<file path="config.mk">
export PLATFORM = sky130hd
export DESIGN_NAME = flv_tag_framer_core_flat
export DESIGN_NICKNAME = d
export VERILOG_FILES = /design/src/hdl/flvtf_pkg.sv /design/src/hdl/flvtf_if.sv /design/src/hdl/flvtf_parse.sv /design/src/hdl/flv_tag_framer_core.sv /design/src/flat_wrapper.sv
export SDC_FILE = /design/constraint.sdc
export NUM_CORES = 1
export LEC_CHECK = 0
export BUFFER_PORTS_ARGS = -buffer_cell sky130_fd_sc_hd__buf_2
export CAP_MARGIN = 20
export CORE_AREA = 3 3 117 175
export CTS_CLUSTER_SIZE = 28
export DETAILED_ROUTE_END_ITERATION = 10
export DIE_AREA = 0 0 120 178
export GPL_ROUTABILITY_DRIVEN = 0
export PLACE_DENSITY = 0.75
export SETUP_SLACK_MARGIN = 0.5
export SYNTH_ARGS = -nofsm -noshare
export SYNTH_HDL_FRONTEND = slang
export SYNTH_SLANG_ARGS = --single-unit
export TNS_END_PERCENT = 5
</file>
<file path="constraint.sdc">
create_clock -name clk -period 5.4 [get_ports clk]
set_input_delay 1.08 -clock clk [delete_from_list [all_inputs] [get_ports clk]]
set_output_delay 1.08 -clock clk [all_outputs]
set_load 0.03 [all_outputs]
</file>
<file path="src/hdl/flvtf_pkg.sv">
// flvtf_pkg: types, codes and constants of the FLV tag framer.
// Used by the channel interfaces, the parse logic and the top level.
// No dependencies.
package flvtf_pkg;

  localparam logic [7:0] SIG_F       = 8'h46;
  localparam logic [7:0] SIG_L       = 8'h4C;
  localparam logic [7:0] SIG_V       = 8'h56;
  localparam logic [7:0] TAG_AUDIO   = 8'h08;
  localparam logic [7:0] TAG_VIDEO   = 8'h09;
  localparam logic [7:0] TAG_SCRIPT  = 8'h12;
  localparam logic [3:0] FMT_AAC     = 4'hA;

  localparam logic [31:0] HDR_LEN      = 32'd9;
  localparam logic [31:0] TAG_HDR_LEN  = 32'd11;
  localparam logic [31:0] PTS_LEN      = 32'd4;
  localparam logic [31:0] OFFSET_FIRST = 32'd5;
  localparam logic [31:0] SIZE_LAST    = 32'd3;
  localparam logic [24:0] TAG_OVERHEAD = 25'd11;

  typedef enum logic [2:0] {
    PH_IDLE,
    PH_HDR,
    PH_HDR_SKIP,
    PH_HDR_PTS,
    PH_TAG_HDR,
    PH_TAG_DATA,
    PH_TAG_PTS,
    PH_DISCARD
  } phase_t;

  typedef enum logic [1:0] {
    EV_HEADER,
    EV_TAG,
    EV_BAD_LEAD,
    EV_TRUNCATED
  } event_kind_t;

  typedef struct packed {
    phase_t      phase;
    logic [31:0] byte_count;
    logic [31:0] header_offset;
    logic [23:0] payload_size;
    logic [7:0]  tag_type;
    logic [3:0]  audio_format;
    logic [31:0] size_acc;
  } parse_state_t;

  typedef struct packed {
    event_kind_t event_kind;
    logic [7:0]  tag_type;
    logic [23:0] data_size;
    logic [3:0]  sound_format;
    logic        is_aac;
    logic        size_ok;
    logic        packet_done;
  } result_t;

  localparam parse_state_t STATE_RESET = '{
    phase:         PH_IDLE,
    byte_count:    32'd0,
    header_offset: 32'd0,
    payload_size:  24'd0,
    tag_type:      8'd0,
    audio_format:  4'd0,
    size_acc:      32'd0
  };

endpackage

</file>
<file path="src/hdl/flvtf_if.sv">
// flvtf_in_if / flvtf_out_if: valid/ready channels of the FLV tag framer.
// Byte channel in, event channel out. Depends on flvtf_pkg.
interface flvtf_in_if;
  import flvtf_pkg::*;

  logic       valid;
  logic       ready;
  logic [7:0] data_byte;
  logic       last_in_packet;

  modport source (output valid, data_byte, last_in_packet, input ready);
  modport sink   (input valid, data_byte, last_in_packet, output ready);
endinterface

interface flvtf_out_if;
  import flvtf_pkg::*;

  logic        valid;
  logic        ready;
  event_kind_t event_kind;
  logic [7:0]  tag_type;
  logic [23:0] data_size;
  logic [3:0]  sound_format;
  logic        is_aac;
  logic        size_ok;
  logic        packet_done;

  modport source (output valid, event_kind, tag_type, data_size, sound_format, is_aac,
                  size_ok, packet_done, input ready);
  modport sink   (input valid, event_kind, tag_type, data_size, sound_format, is_aac,
                  size_ok, packet_done, output ready);
endinterface

</file>
<file path="src/hdl/flvtf_parse.sv">
// flvtf_parse: next-state and event logic for one packet byte.
// Purely combinational; state is held by the top level. Depends on flvtf_pkg.
module flvtf_parse (
  input  flvtf_pkg::parse_state_t st,
  input  logic [7:0]              data_byte,
  input  logic                    last_in_packet,
  output flvtf_pkg::parse_state_t st_nxt,
  output logic                    emit,
  output flvtf_pkg::result_t      res
);
  import flvtf_pkg::*;

  logic [31:0] cnt_inc;
  logic [31:0] offset_sh;
  logic [31:0] acc_sh;
  logic [24:0] tag_expect;

  assign cnt_inc    = st.byte_count + 32'd1;
  assign offset_sh  = {st.header_offset[23:0], data_byte};
  assign acc_sh     = {st.size_acc[23:0], data_byte};
  assign tag_expect = TAG_OVERHEAD + {1'b0, st.payload_size};

  always_comb begin
    st_nxt = st;
    emit   = 1'b0;
    res    = '{event_kind: EV_HEADER, default: '0};

    unique case (st.phase)
      PH_IDLE: begin
        if (data_byte == SIG_F) begin
          st_nxt.phase         = PH_HDR;
          st_nxt.byte_count    = 32'd1;
          st_nxt.header_offset = 32'd0;
        end else if (data_byte == TAG_AUDIO || data_byte == TAG_VIDEO ||
                     data_byte == TAG_SCRIPT) begin
          st_nxt.phase        = PH_TAG_HDR;
          st_nxt.byte_count   = 32'd1;
          st_nxt.tag_type     = data_byte;
          st_nxt.payload_size = 24'd0;
          st_nxt.audio_format = 4'd0;
        end else begin
          emit            = 1'b1;
          res.event_kind  = EV_BAD_LEAD;
          res.tag_type    = data_byte;
          res.packet_done = 1'b1;
          st_nxt.phase    = PH_DISCARD;
        end
      end
      PH_HDR: begin
        if ((st.byte_count == 32'd1 && data_byte != SIG_L) ||
            (st.byte_count == 32'd2 && data_byte != SIG_V)) begin
          emit            = 1'b1;
          res.event_kind  = EV_BAD_LEAD;
          res.tag_type    = data_byte;
          res.packet_done = 1'b1;
          st_nxt.phase    = PH_DISCARD;
        end else begin
          if (st.byte_count >= OFFSET_FIRST) begin
            st_nxt.header_offset = offset_sh;
          end
          st_nxt.byte_count = cnt_inc;
          // offset is complete here: last offset byte is the ninth header byte
          if (cnt_inc == HDR_LEN) begin
            st_nxt.size_acc = 32'd0;
            if (offset_sh > HDR_LEN) begin
              st_nxt.phase = PH_HDR_SKIP;
            end else begin
              st_nxt.phase      = PH_HDR_PTS;
              st_nxt.byte_count = 32'd0;
            end
          end
        end
      end
      PH_HDR_SKIP: begin
        st_nxt.byte_count = cnt_inc;
        if (cnt_inc == st.header_offset) begin
          st_nxt.phase      = PH_HDR_PTS;
          st_nxt.byte_count = 32'd0;
        end
      end
      PH_HDR_PTS: begin
        st_nxt.size_acc   = acc_sh;
        st_nxt.byte_count = cnt_inc;
        if (cnt_inc == PTS_LEN) begin
          emit              = 1'b1;
          res.event_kind    = EV_HEADER;
          res.data_size     = st.header_offset[23:0];
          res.size_ok       = (acc_sh == 32'd0);
          st_nxt.phase      = PH_IDLE;
          st_nxt.byte_count = 32'd0;
        end
      end
      PH_TAG_HDR: begin
        if (st.byte_count <= SIZE_LAST) begin
          st_nxt.payload_size = {st.payload_size[15:0], data_byte};
        end
        st_nxt.byte_count = cnt_inc;
        if (cnt_inc == TAG_HDR_LEN) begin
          st_nxt.byte_count = 32'd0;
          st_nxt.size_acc   = 32'd0;
          st_nxt.phase      = (st.payload_size != 24'd0) ? PH_TAG_DATA : PH_TAG_PTS;
        end
      end
      PH_TAG_DATA: begin
        if (st.byte_count == 32'd0 && st.tag_type == TAG_AUDIO) begin
          st_nxt.audio_format = data_byte[7:4];
        end
        st_nxt.byte_count = cnt_inc;
        if (cnt_inc == {8'd0, st.payload_size}) begin
          st_nxt.byte_count = 32'd0;
          st_nxt.phase      = PH_TAG_PTS;
        end
      end
      PH_TAG_PTS: begin
        st_nxt.size_acc   = acc_sh;
        st_nxt.byte_count = cnt_inc;
        if (cnt_inc == PTS_LEN) begin
          emit              = 1'b1;
          res.event_kind    = EV_TAG;
          res.tag_type      = st.tag_type;
          res.data_size     = st.payload_size;
          res.sound_format  = st.audio_format;
          res.is_aac        = (st.tag_type == TAG_AUDIO) && (st.audio_format == FMT_AAC);
          res.size_ok       = (acc_sh == {7'd0, tag_expect});
          st_nxt.phase      = PH_IDLE;
          st_nxt.byte_count = 32'd0;
        end
      end
      PH_DISCARD: begin
        // drop everything until the packet ends
      end
    endcase

    if (last_in_packet) begin
      if (emit) begin
        res.packet_done = 1'b1;
      end else if (st_nxt.phase != PH_IDLE && st_nxt.phase != PH_DISCARD) begin
        emit            = 1'b1;
        res             = '{event_kind: EV_TRUNCATED, default: '0};
        res.packet_done = 1'b1;
      end
      st_nxt = STATE_RESET;
    end
  end

endmodule

</file>
<file path="src/hdl/flv_tag_framer_core.sv">
// flv_tag_framer_core: FLV header/tag framer, one packet byte per transaction.
// Depends on flvtf_pkg, flvtf_if (channels) and flvtf_parse.
//
//   channel    dir   payload                                        handshake
//   in_chan    in    data_byte[7:0], last_in_packet                 valid/ready
//   out_chan   out   event_kind, tag_type, data_size, sound_format, valid/ready
//                    is_aac, size_ok, packet_done
//
// One byte is taken every cycle; in_chan stalls only while an event is held and
// out_chan is not ready. An event appears on out_chan in the cycle after the
// byte that causes it. The parse state and the output register are the only
// storage; the path between them is one byte's worth of compare and shift logic.
// Synchronous reset returns the parser to idle and empties the output register.
module flv_tag_framer_core (
  input logic         clk,
  input logic         rst_n,
  flvtf_in_if.sink    in_chan,
  flvtf_out_if.source out_chan
);
  import flvtf_pkg::*;

  parse_state_t state_r;
  parse_state_t state_nxt;
  logic         emit;
  result_t      res;
  result_t      res_r;
  logic         out_valid_r;
  logic         accept;

  flvtf_parse u_parse (
    .st             (state_r),
    .data_byte      (in_chan.data_byte),
    .last_in_packet (in_chan.last_in_packet),
    .st_nxt         (state_nxt),
    .emit           (emit),
    .res            (res)
  );

  assign in_chan.ready = !out_valid_r || out_chan.ready;
  assign accept        = in_chan.valid && in_chan.ready;

  always_ff @(posedge clk) begin
    if (!rst_n) begin
      state_r     <= STATE_RESET;
      out_valid_r <= 1'b0;
    end else if (accept) begin
      state_r     <= state_nxt;
      out_valid_r <= emit;
    end else if (out_chan.ready) begin
      out_valid_r <= 1'b0;
    end
  end

  // hold the event until taken; load only when a new one is produced
  always_ff @(posedge clk) begin
    if (accept && emit) begin
      res_r <= res;
    end
  end

  assign out_chan.valid        = out_valid_r;
  assign out_chan.event_kind   = res_r.event_kind;
  assign out_chan.tag_type     = res_r.tag_type;
  assign out_chan.data_size    = res_r.data_size;
  assign out_chan.sound_format = res_r.sound_format;
  assign out_chan.is_aac       = res_r.is_aac;
  assign out_chan.size_ok      = res_r.size_ok;
  assign out_chan.packet_done  = res_r.packet_done;

endmodule
</file>
<file path="src/flat_wrapper.sv">
// flat-port wrapper written by rule: the top's interface ports become plain ports
module flv_tag_framer_core_flat import flvtf_pkg::*;
  (clk, rst_n, in_chan_valid, in_chan_data_byte, in_chan_last_in_packet, in_chan_ready, out_chan_valid, out_chan_event_kind, out_chan_tag_type, out_chan_data_size, out_chan_sound_format, out_chan_is_aac, out_chan_size_ok, out_chan_packet_done, out_chan_ready);
  flvtf_in_if in_chan_i ();
  flvtf_out_if out_chan_i ();
  input logic clk;
  input logic rst_n;
  input wire logic [$bits(in_chan_i.valid)-1:0] in_chan_valid;
  input wire logic [$bits(in_chan_i.data_byte)-1:0] in_chan_data_byte;
  input wire logic [$bits(in_chan_i.last_in_packet)-1:0] in_chan_last_in_packet;
  output wire logic [$bits(in_chan_i.ready)-1:0] in_chan_ready;
  output wire logic [$bits(out_chan_i.valid)-1:0] out_chan_valid;
  output wire logic [$bits(out_chan_i.event_kind)-1:0] out_chan_event_kind;
  output wire logic [$bits(out_chan_i.tag_type)-1:0] out_chan_tag_type;
  output wire logic [$bits(out_chan_i.data_size)-1:0] out_chan_data_size;
  output wire logic [$bits(out_chan_i.sound_format)-1:0] out_chan_sound_format;
  output wire logic [$bits(out_chan_i.is_aac)-1:0] out_chan_is_aac;
  output wire logic [$bits(out_chan_i.size_ok)-1:0] out_chan_size_ok;
  output wire logic [$bits(out_chan_i.packet_done)-1:0] out_chan_packet_done;
  input wire logic [$bits(out_chan_i.ready)-1:0] out_chan_ready;
  assign in_chan_i.valid = in_chan_valid;
  assign in_chan_i.data_byte = in_chan_data_byte;
  assign in_chan_i.last_in_packet = in_chan_last_in_packet;
  assign in_chan_ready = in_chan_i.ready;
  assign out_chan_valid = out_chan_i.valid;
  assign out_chan_event_kind = out_chan_i.event_kind;
  assign out_chan_tag_type = out_chan_i.tag_type;
  assign out_chan_data_size = out_chan_i.data_size;
  assign out_chan_sound_format = out_chan_i.sound_format;
  assign out_chan_is_aac = out_chan_i.is_aac;
  assign out_chan_size_ok = out_chan_i.size_ok;
  assign out_chan_packet_done = out_chan_i.packet_done;
  assign out_chan_i.ready = out_chan_ready;
  flv_tag_framer_core u_core (.clk(clk), .rst_n(rst_n), .in_chan(in_chan_i), .out_chan(out_chan_i));
endmodule
</file>
Yosys cells after proc, flatten, opt, wreduce, memory -nomap -nowiden
Index checks and enable logic that the tools add are counted.
{"block": "totals", "reg_bits": 169, "out_inout_bits": 43}
{"block": "op_classes", "n_addsub": 2, "n_lt_le_gt_ge": 3, "eq_ne": 34, "muxes": 55, "n_reduce_logical": 32}
{"op": "32-bit two-way mux", "n": 7}
{"op": "35-bit two-way mux", "n": 6}
{"op": "35-bit one-hot mux with 6 select lines", "n": 1}
{"op": "135-bit two-way mux", "n": 1}
{"op": "24-bit one-hot mux with 2 select lines", "n": 2}
{"op": "32-bit one-hot mux with 3 select lines", "n": 1}
{"op": "41-bit two-way mux", "n": 2}
{"op": "36-bit two-way mux", "n": 2}
{"op": "32-bit by 4-bit equality test with 1-bit output (second input constant)", "n": 2}
{"op": "32-bit zero test", "n": 2}
{"op": "64-bit two-way mux", "n": 1}
{"op": "32-bit one-hot mux with 2 select lines", "n": 1}
{"op": "24-bit two-way mux", "n": 2}
{"op": "40-bit two-way mux", "n": 1}
{"op": "39-bit two-way mux", "n": 1}
{"op": "32-bit by 1-bit adder with 32-bit output (second input constant)", "n": 1}
{"op": "32-bit by 1-bit equality test with 1-bit output (second input constant)", "n": 1}
{"op": "32-bit by 2-bit equality test with 1-bit output (second input constant)", "n": 1}
{"op": "32-bit by 24-bit equality test with 1-bit output", "n": 1}
{"op": "32-bit by 25-bit equality test with 1-bit output", "n": 1}
{"op": "32-bit by 3-bit equality test with 1-bit output (second input constant)", "n": 1}
{"op": "32-bit equality test", "n": 1}
{"op": "32-bit by 3-bit greater-or-equal comparator with 1-bit output (second input constant)", "n": 1}
{"op": "32-bit by 4-bit greater-than comparator with 1-bit output (second input constant)", "n": 1}
{"op": "other kinds (37)", "n": 85}

Depth between registers and ports, before layout
Gate-level depths: netlist of run 1.
{"block": "depth", "word_depth": 12, "ltp_mapped": 16, "depth_no_buf": 13}

Modules after synthesis
Synthesis of run 1 repeated with hierarchy kept, for this count alone.
{"block": "unflattened", "hier_cells": 1719, "area_unflattened_um2": 13311.5}
{"module": "flvtf_parse", "instances": 1, "cells_per_inst": 1087, "area_each_um2": 6718.9, "seq_area_each_um2": 0.0}
{"module": "flv_tag_framer_core", "instances": 1, "cells_per_inst": 632, "area_each_um2": 6592.6, "seq_area_each_um2": 3953.8}

Least setup slack after synthesis of run 1
Ideal clock, no wire load.
{"block": "synth_path", "path_kind": "flip-flop to flip-flop", "startpoint": "reg u_core.state_r[124] (netlist bit)", "endpoint": "reg u_core.res_r (netlist bit u_core.out_chan.data_size[0]) (enable)", "setup_ns": 0.439, "arrival_time_ns": 5.047, "t_required_ns": 4.961, "setup_slack_ns": -0.086, "path_stages_with_launch": 13, "path_buffers": 1, "path_cell_list": "dfxtp_1 -> clkbuf_1 -> nand3_1 -> nor4_1 -> and4bb_2 -> xor2_1 -> or4_4 -> nor3_4 -> nand2_4 -> a221o_1 -> nor3_1 -> a21oi_1 -> nor2_1"}
{"block": "synth_between", "elab_chain_len": 11, "elab_cells_between_ends": 28, "cone_classes": "add/sub (1); eq/ne (8); mux (13); reduce/logical (6)"}
{"element": "from (decl)", "line_no": "flv_tag_framer_core.sv:22", "rtl": "parse_state_t state_r;"}
{"element": "from (signal assigned)", "line_no": "flv_tag_framer_core.sv:47", "rtl": "state_r <= state_nxt;"}
{"element": "32-bit by 1-bit adder with 32-bit output (tied with other cells)", "line_no": "flvtf_parse.sv:18", "rtl": "assign cnt_inc = st.byte_count + 32'd1;"}
{"element": "32-bit by 4-bit equality test with 1-bit output (tied with other cells)", "line_no": "flvtf_parse.sv:63", "rtl": "if (cnt_inc == HDR_LEN) begin"}
{"element": "35-bit two-way mux / 1-bit logical OR (equally long branches)", "line_no": "flvtf_parse.sv:63, flvtf_parse.sv:50"}
{"element": "3-bit two-way mux", "line_no": "flvtf_parse.sv:50", "rtl": "if ((st.byte_count == 32'd1 && data_byte != SIG_L) ||"}
{"element": "35-bit one-hot mux with 6 select lines", "line_no": "flvtf_parse.sv:28", "rtl": "unique case (st.phase)"}
{"element": "3-bit inequality test / 3-bit nonzero test (equally long branches)", "line_no": "flvtf_parse.sv:137", "rtl": "end else if (st_nxt.phase != PH_IDLE && st_nxt.phase != PH_DISCARD) begin"}
{"element": "1-bit logical AND", "line_no": "flvtf_parse.sv:137"}
{"element": "1-bit two-way mux", "line_no": "flvtf_parse.sv:137"}
{"element": "1-bit two-way mux", "line_no": "flvtf_parse.sv:135", "rtl": "if (emit) begin"}
{"element": "1-bit two-way mux (*)", "line_no": "flvtf_parse.sv:134", "rtl": "if (last_in_packet) begin"}
{"element": "1-bit logical AND (*)", "line_no": "flv_tag_framer_core.sv:56", "rtl": "if (accept && emit) begin"}
{"element": "to (signal assigned)", "line_no": "flv_tag_framer_core.sv:57", "rtl": "res_r <= res;"}
{"element": "to (decl)", "line_no": "flv_tag_framer_core.sv:26", "rtl": "result_t res_r;"}
Mark *: on every way between the ends. The rest lies on a longest branch, timed or not.
A chain may end at the register's enable or synchronous reset.

Final worst setup path of run 1
{"block": "layout_path", "startpoint": "reg u_core.state_r[109] (netlist bit)", "endpoint": "reg u_core.res_r (netlist bit u_core.out_chan.data_size[17]) (enable)"}
Same word-level chain as after synthesis.

==> results.md, run 1 <==
* Outcome: finished, final reports clean
* Gr ovfl total at 0
* Vias at 11000
* Final Slew Violations at 0
* Buffers and inverters on the worst path at 2
* Clk sinks at approximately 170
* Routed Antenna Nets at 0
* MaxCap Viol Count at 0
* Ports at 56
* HP Class: flop to flop
* Syn-to-layout area delta at 10.3%
* CP delay by family, top: simple AND/OR/NAND/NOR gates
* Pre-CTS setup slack at ~0.61 ns
* Fin crit period at between 4 and 5 ns
* Multi-input gate area at around 6300 um2
* Lkg Pwr at between 4 and 5 nW
* Cell Count, Final, Fillers Out at ~1600
* Vias per Instance at between 6 and 7
* Total wire length at 38700 um
* Drt pass-1 iters at 7
* Total chip power at 2.93 mW
* Core area at about 19000 um2
* CP peak stage delay at around 0.62 ns
* Iter 0 DRT Violations at approximately 1400
* Initial core utilization at about 55%
* Setup Skew at between 0.01 and 0.015 ns
* Die height at approximately 180 um
* Final setup fails at 0
* Crit end category: flop
* Placement Rows at 62
* Die Wd at approximately 120 um
* Synth Register Bits at roughly 170
* Area contributors post-synth: dfxtp_1 (24%), edfxtp_1 (12%), nand2_1 (4.4%), xnor2_1 (4.4%), nand3_1 (4.0%)
* Crit-path cells: nand4_2 -> nor4_1 -> a21boi_0 -> nor4_1 -> buf_4 -> nand4_1 -> nor3_4 -> nand2_4 -> a221o_1 -> nor3_1 -> a21oi_1 -> nor2_4 -> buf_4
* Fmax at between 0.2 and 0.25 GHz
* Vias in the first global route at between 10000 and 15000
* First-pass GRT wire length at around 59000 um
* Layout cells sized above 1 at 12.8%
* Yosys cell types at 80
* Unrepaired setup endpoints after global routing: false
* Dpl cells at approximately 1600
* HPWL Detailed at roughly 27000 um
* Largest net degree at the start of global routing at between 40 and 50
* Slew margin rel. at a little under a third
* Synthesized instance count at about 1300
* Average size of a mapped cell at about 8.0 um2
* Ys Warns at 0
* Number of synthesized flops with an enable pin at 41
* Setup crit start kind: flop
* Port Buf Inserts at 55
* Slowest CP cell: nor4_1
* Final hold slack at around 0.46 ns
* Worst skew pair latency at 0.45 ns
* Share of the synthesized area in the top cell type at about a quarter
* Mapped Area at 10600 um2
* Clock transition at path regs at 0.07 ns
* Final setup margin at approximately 0.67 ns
* Async set or reset register ratio after synthesis at 0%
* CTS tree: done
* Tcrit/Tclk final at between 80% and 90%
* Worst IR Drop VDD at ~0.23 mV
* FILL cells at 1745
* Worst-Margin Slew at between 1 and 1.5 ns
* Nets at 1341
* Post-DR wirelength/cell at ~24 um
* Yosys top cell by area: dfxtp_1
* Most frequent cells in the layout: nand2_1 (126), dfxtp_1 (126), nor2_1 (111)
* Setup TNS at 0 ns
* Clk buf depth at 2
* Reg area at between 3000 and 4000 um2
* Data arrival time of the worst path at 4.85 ns
* PwrDens at 250 nW/um2
* Die ar. at 21400 um2
* Initial antenna violation count at 3
* CTS buffer count at 17
* Crit Path Class: flop to flop
* Residual DRC count at 0
* Prevailing post-synth register cell: dfxtp_1
* Final Hold Fails at 0
* Crit Path Max Fanout at 22
* Post-synthesis sequential area ratio at a little over a third
* Clock Tree Root: clkbuf_16
* Total track usage at 36.0%
* Net Count, Synth at approximately 1300
* H-tree levels at 4
* Required @ worst endpoint at 5.52 ns
-- cell usage after synthesis (18+ instances only) --
master and number:
nand2_1 126, nor4_1 44, clkbuf_1 96, or3_1 18, nor3_1 53, edfxtp_1 41, xnor2_1 54, a22oi_1 30
a22o_1 31, a21oi_1 81, dfxtp_1 128, o21ai_0 48, nand4_1 33, xor2_1 44, nor2_1 113, inv_1 28
nand3_1 86, and3_1 23, nand2b_1 29
-- cell type report --
type / count / share of cell area, %
inverter: 29 / 0.928
timing repair buffer: 100 / 5.32
multi-input combinational: 1004 / 53.6
tap: 256 / 2.73
clock inverter: 12 / 0.971
antenna: 1 / 0.0213
sequential: 169 / 32.4
clock buffer: 20 / 4.09
-- kinds of logic after synthesis --
group           synth area share (%)
fa+ha+maj                      0.824
simple gates                    28.9
compound gates                  18.7
xor+xnor                        9.13
flops                           35.7
mux                            0.942
buf+inv                         5.83
-- stage by stage --
stage / cell area, um2 / util [%]
after floorplan: 10600 / -
after global placement: 11100 / 57.8
after detailed placement: 11100 / 57.8
after CTS: 11700 / 60.9
after global routing: 11700 / 61.2
final: 11700 / 61.2
-- path summary, 6_finish.rpt --
kind | startpoint | cells past startpoint | slack [ns] | end
hold / removal | u_core.state_r[32]$_SDFFE_PN0P_ | 2 | 0.46 | u_core.state_r[32]$_SDFFE_PN0P_
setup / recovery | u_core.state_r[109]$_SDFFE_PN0P_ | 13 | 0.67 | u_core.out_chan.data_size[17]$_DFFE_PP_
setup reg to reg | u_core.state_r[109]$_SDFFE_PN0P_ | 13 | 0.67 | u_core.out_chan.data_size[17]$_DFFE_PP_
hold reg to reg | u_core.state_r[32]$_SDFFE_PN0P_ | 2 | 0.46 | u_core.state_r[32]$_SDFFE_PN0P_
-- sequential cells by signal, summed over array words and instances, names as in the netlist --
name / count
u_core.state_r: 127
u_core.out_chan.data_size: 24
u_core.out_chan.tag_type: 8
u_core.out_chan.sound_format: 4
u_core.out_chan.event_kind: 2
u_core.out_chan.is_aac: 1
u_core.out_chan.packet_done: 1
u_core.out_chan.size_ok: 1
u_core.out_chan.valid: 1
-- where the power goes --
| group | switching [mW] | internal (mW) | total [mW] |
|---|---|---|---|
| combinational | 0.241 | 0.0872 | 0.328 |
| sequential | 0.0212 | 1.34 | 1.36 |
| clock | 0.574 | 0.666 | 1.24 |
| total | 0.837 | 2.09 | 2.93 |
-- what timing repair did --
item / CTS / global route
buffers inserted: 0 / 2
gates resized for setup: 0 / 7
hold buffers: 0 / 0
endpoints found under the setup margin: 0 / 74
-- metal layers --
layer	GRT usage, %	part of all wire [%]	vias to the layer above
met3	8.66	9.8	298
met4	30.8	11	2
li1	-	-	4827
met2	59.8	46	782
met5	0	0.034	-
met1	38.2	34	5066
-- worst min-delay path, cell delays in order, from the launching register on --
cell and delay (ns):
dfxtp_1 0.32, nand2_1 0.05, a21oi_1 0.05
No activity file was read; power rests on OpenSTA's default activity.
==> inputs of run 2 (changes only) <==
Settings changed: REMOVE_ABC_BUFFERS set to 1, SETUP_SLACK_MARGIN 0.5 to 0.05.
==> run 2 against run 1 <==
Worst hold slack got worse by 0.00063 ns; register-to-register slack got worse by 0.34 ns; largest cell class unchanged; fmax fell by 6.8%; critical endpoint is now u_core.out_chan.data_size[18]$_DFFE_PP_; wire length down 1.2%; power fell by 0.85%; clock power about the same.
==> results.md, run 2 (synthesized netlist as in run 1, its figures left out) <==
* Die ar. at 21400 um2 (unchanged)
* Data arrival time of the worst path at 5.22 ns (was 4.85 ns)
* Clock transition at path regs at 0.07 ns (about the same)
* Reg2reg start: u_core.state_r[100]$_SDFFE_PN0P_ (was u_core.state_r[109]$_SDFFE_PN0P_)
* Outcome: finished, final reports clean (unchanged)
* CP peak stage delay at 0.54 ns (was 0.62 ns)
* Gr ovfl total at 0 (unchanged)
* Sw frac at 29.7% (was 28.6%)
* PwrDens at 248 nW/um2 (was 250 nW/um2)
* Util after Layout at 61.0% (was 61.2%)
* Worst r2r path cells at 13 (unchanged)
* Hold Path Stages at 2 (unchanged)
* Port Buf Inserts at 55 (unchanged)
* Initial core utilization at 55.5% (unchanged)
* Most frequent cells in the layout: dfxtp_1 (128), nand2_1 (126), nor2_1 (112) (was nand2_1 (126), dfxtp_1 (126), nor2_1 (111))
* H-tree levels at 4 (unchanged)
* Total chip power at 2.90 mW (was 2.93 mW)
* Vias in the first global route at 10500 (was 10400)
* Most common cell on crit path: nand4_1
* Slowest CP cell: dfxtp_1 (was nor4_1)
* Internal cell power at 2.04 mW (was 2.09 mW)
* Reg2reg end: u_core.out_chan.data_size[18]$_DFFE_PP_ (was u_core.out_chan.data_size[17]$_DFFE_PP_)
* Iter 0 DRT Violations at 1427 (was 1368)
* Unrepaired setup endpoints after global routing: false (unchanged)
* Max reg flops at 127 (unchanged)
* Combinational share of power at 11.3% (was 11.2%)
* Final setup fails at 0 (unchanged)
* Core area at 19200 um2 (unchanged)
* Vias per Instance at 6.88 (was 6.90)
* Largest Register: u_core.state_r (unchanged)
* Total net switching power at 862 uW (was 837 uW)
* Crit Path Class: flop to flop (unchanged)
* Hold Path Origin: u_core.state_r[22]$_SDFFE_PN0P_ (was u_core.state_r[32]$_SDFFE_PN0P_)
* Setup Skew at 0.0154 ns (was 0.0130 ns)
* Nets at 1340 (was 1341)
* Initial antenna violation count at 1 (was 3)
* Slew margin rel. at 25.4% (was 31.1%)
* Vias at 10900 (was 11000)
* Clk buf depth at 2 (unchanged)
* MaxCap Viol Count at 0 (unchanged)
* Total track usage at 36.0% (about the same)
* Final Hold Fails at 0 (unchanged)
* Buffers and inverters on the worst path at 1 (was 2)
* Clock Tree Root: clkbuf_16 (unchanged)
* Pre-CTS setup slack at 0.346 ns (was 0.613 ns)
* Crit-path cells: ha_2 -> nand4_1 -> nor4_1 -> nand4_1 -> a211o_1 -> or4_4 -> nor3_4 -> nand2_4 -> a221o_1 -> nor3_1 -> a21oi_1 -> nor2_4 -> buf_12 (was nand4_2 -> nor4_1 -> a21boi_0 -> nor4_1 -> buf_4 -> nand4_1 -> nor3_4 -> nand2_4 -> a221o_1 -> nor3_1 -> a21oi_1 -> nor2_4 -> buf_4)
* Post-DR wirelength/cell at 24.1 um (was 24.3 um)
* Crit path launch: u_core.state_r[100]$_SDFFE_PN0P_ (was u_core.state_r[109]$_SDFFE_PN0P_)
* HP Class: flop to flop (unchanged)
* Worst skew pair latency at 0.46 ns (was 0.45 ns)
* Crit end category: flop (unchanged)
* R2R Setup Slk at 0.33 ns (was 0.67 ns)
* Total wire length at 38300 um (was 38700 um)
* Routed Antenna Nets at 0 (unchanged)
* Layout cells sized above 1 at 12.5% (was 12.8%)
* First-pass GRT wire length at 58900 um (was 59000 um)
* Flop pwr share at 46.8% (was 46.4%)
* Hold Path Sink: u_core.state_r[22]$_SDFFE_PN0P_ (was u_core.state_r[32]$_SDFFE_PN0P_)
* Fmax at 0.197 GHz (was 0.211 GHz)
* Final setup margin at 0.325 ns (was 0.670 ns)
* Fin crit period at 5.07 ns (was 4.73 ns)
* Worst-Margin Slew at 1.11 ns (was 1.02 ns)
* FILL cells at 1739 (was 1745)
* Final hold slack at 0.463 ns (was 0.464 ns)
* Tcrit/Tclk final at 94.0% (was 87.6%)
* Syn-to-layout area delta at 10.0% (was 10.3%)
* Die Wd at 120 um (unchanged)
* Final Slew Violations at 0 (unchanged)
* Most common cell after layout, fill and taps aside: dfxtp_1
* Crit. path cell count at 13 (unchanged)
* Setup bufs post-CTS at 0 (unchanged)
* Required @ worst endpoint at 5.54 ns (was 5.52 ns)
* CTS tree: done (unchanged)
* HPWL Detailed at 27300 um (was 27400 um)
* Ant. Diodes at 0 (was 1)
* Clock power share at 42.0% (was 42.4%)
* Clk sinks at 169 (unchanged)
* Crit Path Max Fanout at 30 (was 22)
* Largest net degree at the start of global routing at 66 (was 43)
* Die height at 178 um (unchanged)
* Ports at 56 (unchanged)
* Drt pass-1 iters at 7 (unchanged)
* Worst IR Drop VDD at 0.275 mV (was 0.226 mV)
* Residual DRC count at 0 (unchanged)
* CP delay by family, top: simple AND/OR/NAND/NOR gates (unchanged)
* Lkg Pwr at 4.13 nW (was 4.14 nW)
* Setup crit start kind: flop (unchanged)
* CTS buffer count at 17 (unchanged)
* Placement Rows at 62 (unchanged)
-- run 2: metrics by stage --
step	TNS, ns	area (um2)	instances
floorplan	-28.01	10100	1202
global placement	0	11100	1556
detailed placement	0	11100	1557
CTS	0	11700	1589
global route	0	11700	1589
finish	0	11700	1589
-- run 2: worst max-delay path by stage --
stage,to,slack (ns)
2_1_floorplan,u_core.out_chan.data_size[0]$_DFFE_PP_,-0.68
3_3_place_gp,u_core.out_chan.data_size[3]$_DFFE_PP_,0.47
3_5_place_dp,u_core.out_chan.data_size[19]$_DFFE_PP_,0.35
4_1_cts,u_core.out_chan.data_size[18]$_DFFE_PP_,0.33
5_1_grt,u_core.out_chan.data_size[19]$_DFFE_PP_,0.06
6_report,u_core.out_chan.data_size[18]$_DFFE_PP_,0.33
-- run 2: what timing repair did --
item / 4_1_cts / 5_1_grt
hold endpoints to repair: 0 / 0
setup endpoints to repair: 0 / 30
hold buffers: 0 / 0
resized for setup: 0 / 2
-- run 2: worst min-delay path: stages, from the launching register on --
cell and delay [ns]:
dfxtp_1 0.31, nand2_1 0.05, o21ai_0 0.06
-- run 2: power by group through the flow --
stage | Combinational [mW] | Sequential (mW) | Clock (mW)
2_1_floorplan | 0.136 | 1.45 | 0
4_1_cts | 0.321 | 1.36 | 1.22
5_1_grt | 0.347 | 1.36 | 1.27
3_3_place_gp | 0.314 | 1.39 | 0
6_report | 0.327 | 1.36 | 1.22
3_5_place_dp | 0.320 | 1.39 | 0
-- run 2: final cells by class --
type,instances,area [um2],share of cell area (%)
inverter,29,109,0.931
sequential,169,3790,32.4
tap,256,320,2.74
clock buffer,17,425,3.64
clock inverter,15,149,1.27
timing repair buffer,99,638,5.46
multi-input combinational,1004,6260,53.5
-- run 2: per-layer routing --
layer | GRT usage (%) | wire, um
met1 | 37.8 | 12600
met4 | 33.6 | 4280
met3 | 8.76 | 3570
met2 | 58.8 | 17800
met5 | 0 | 0
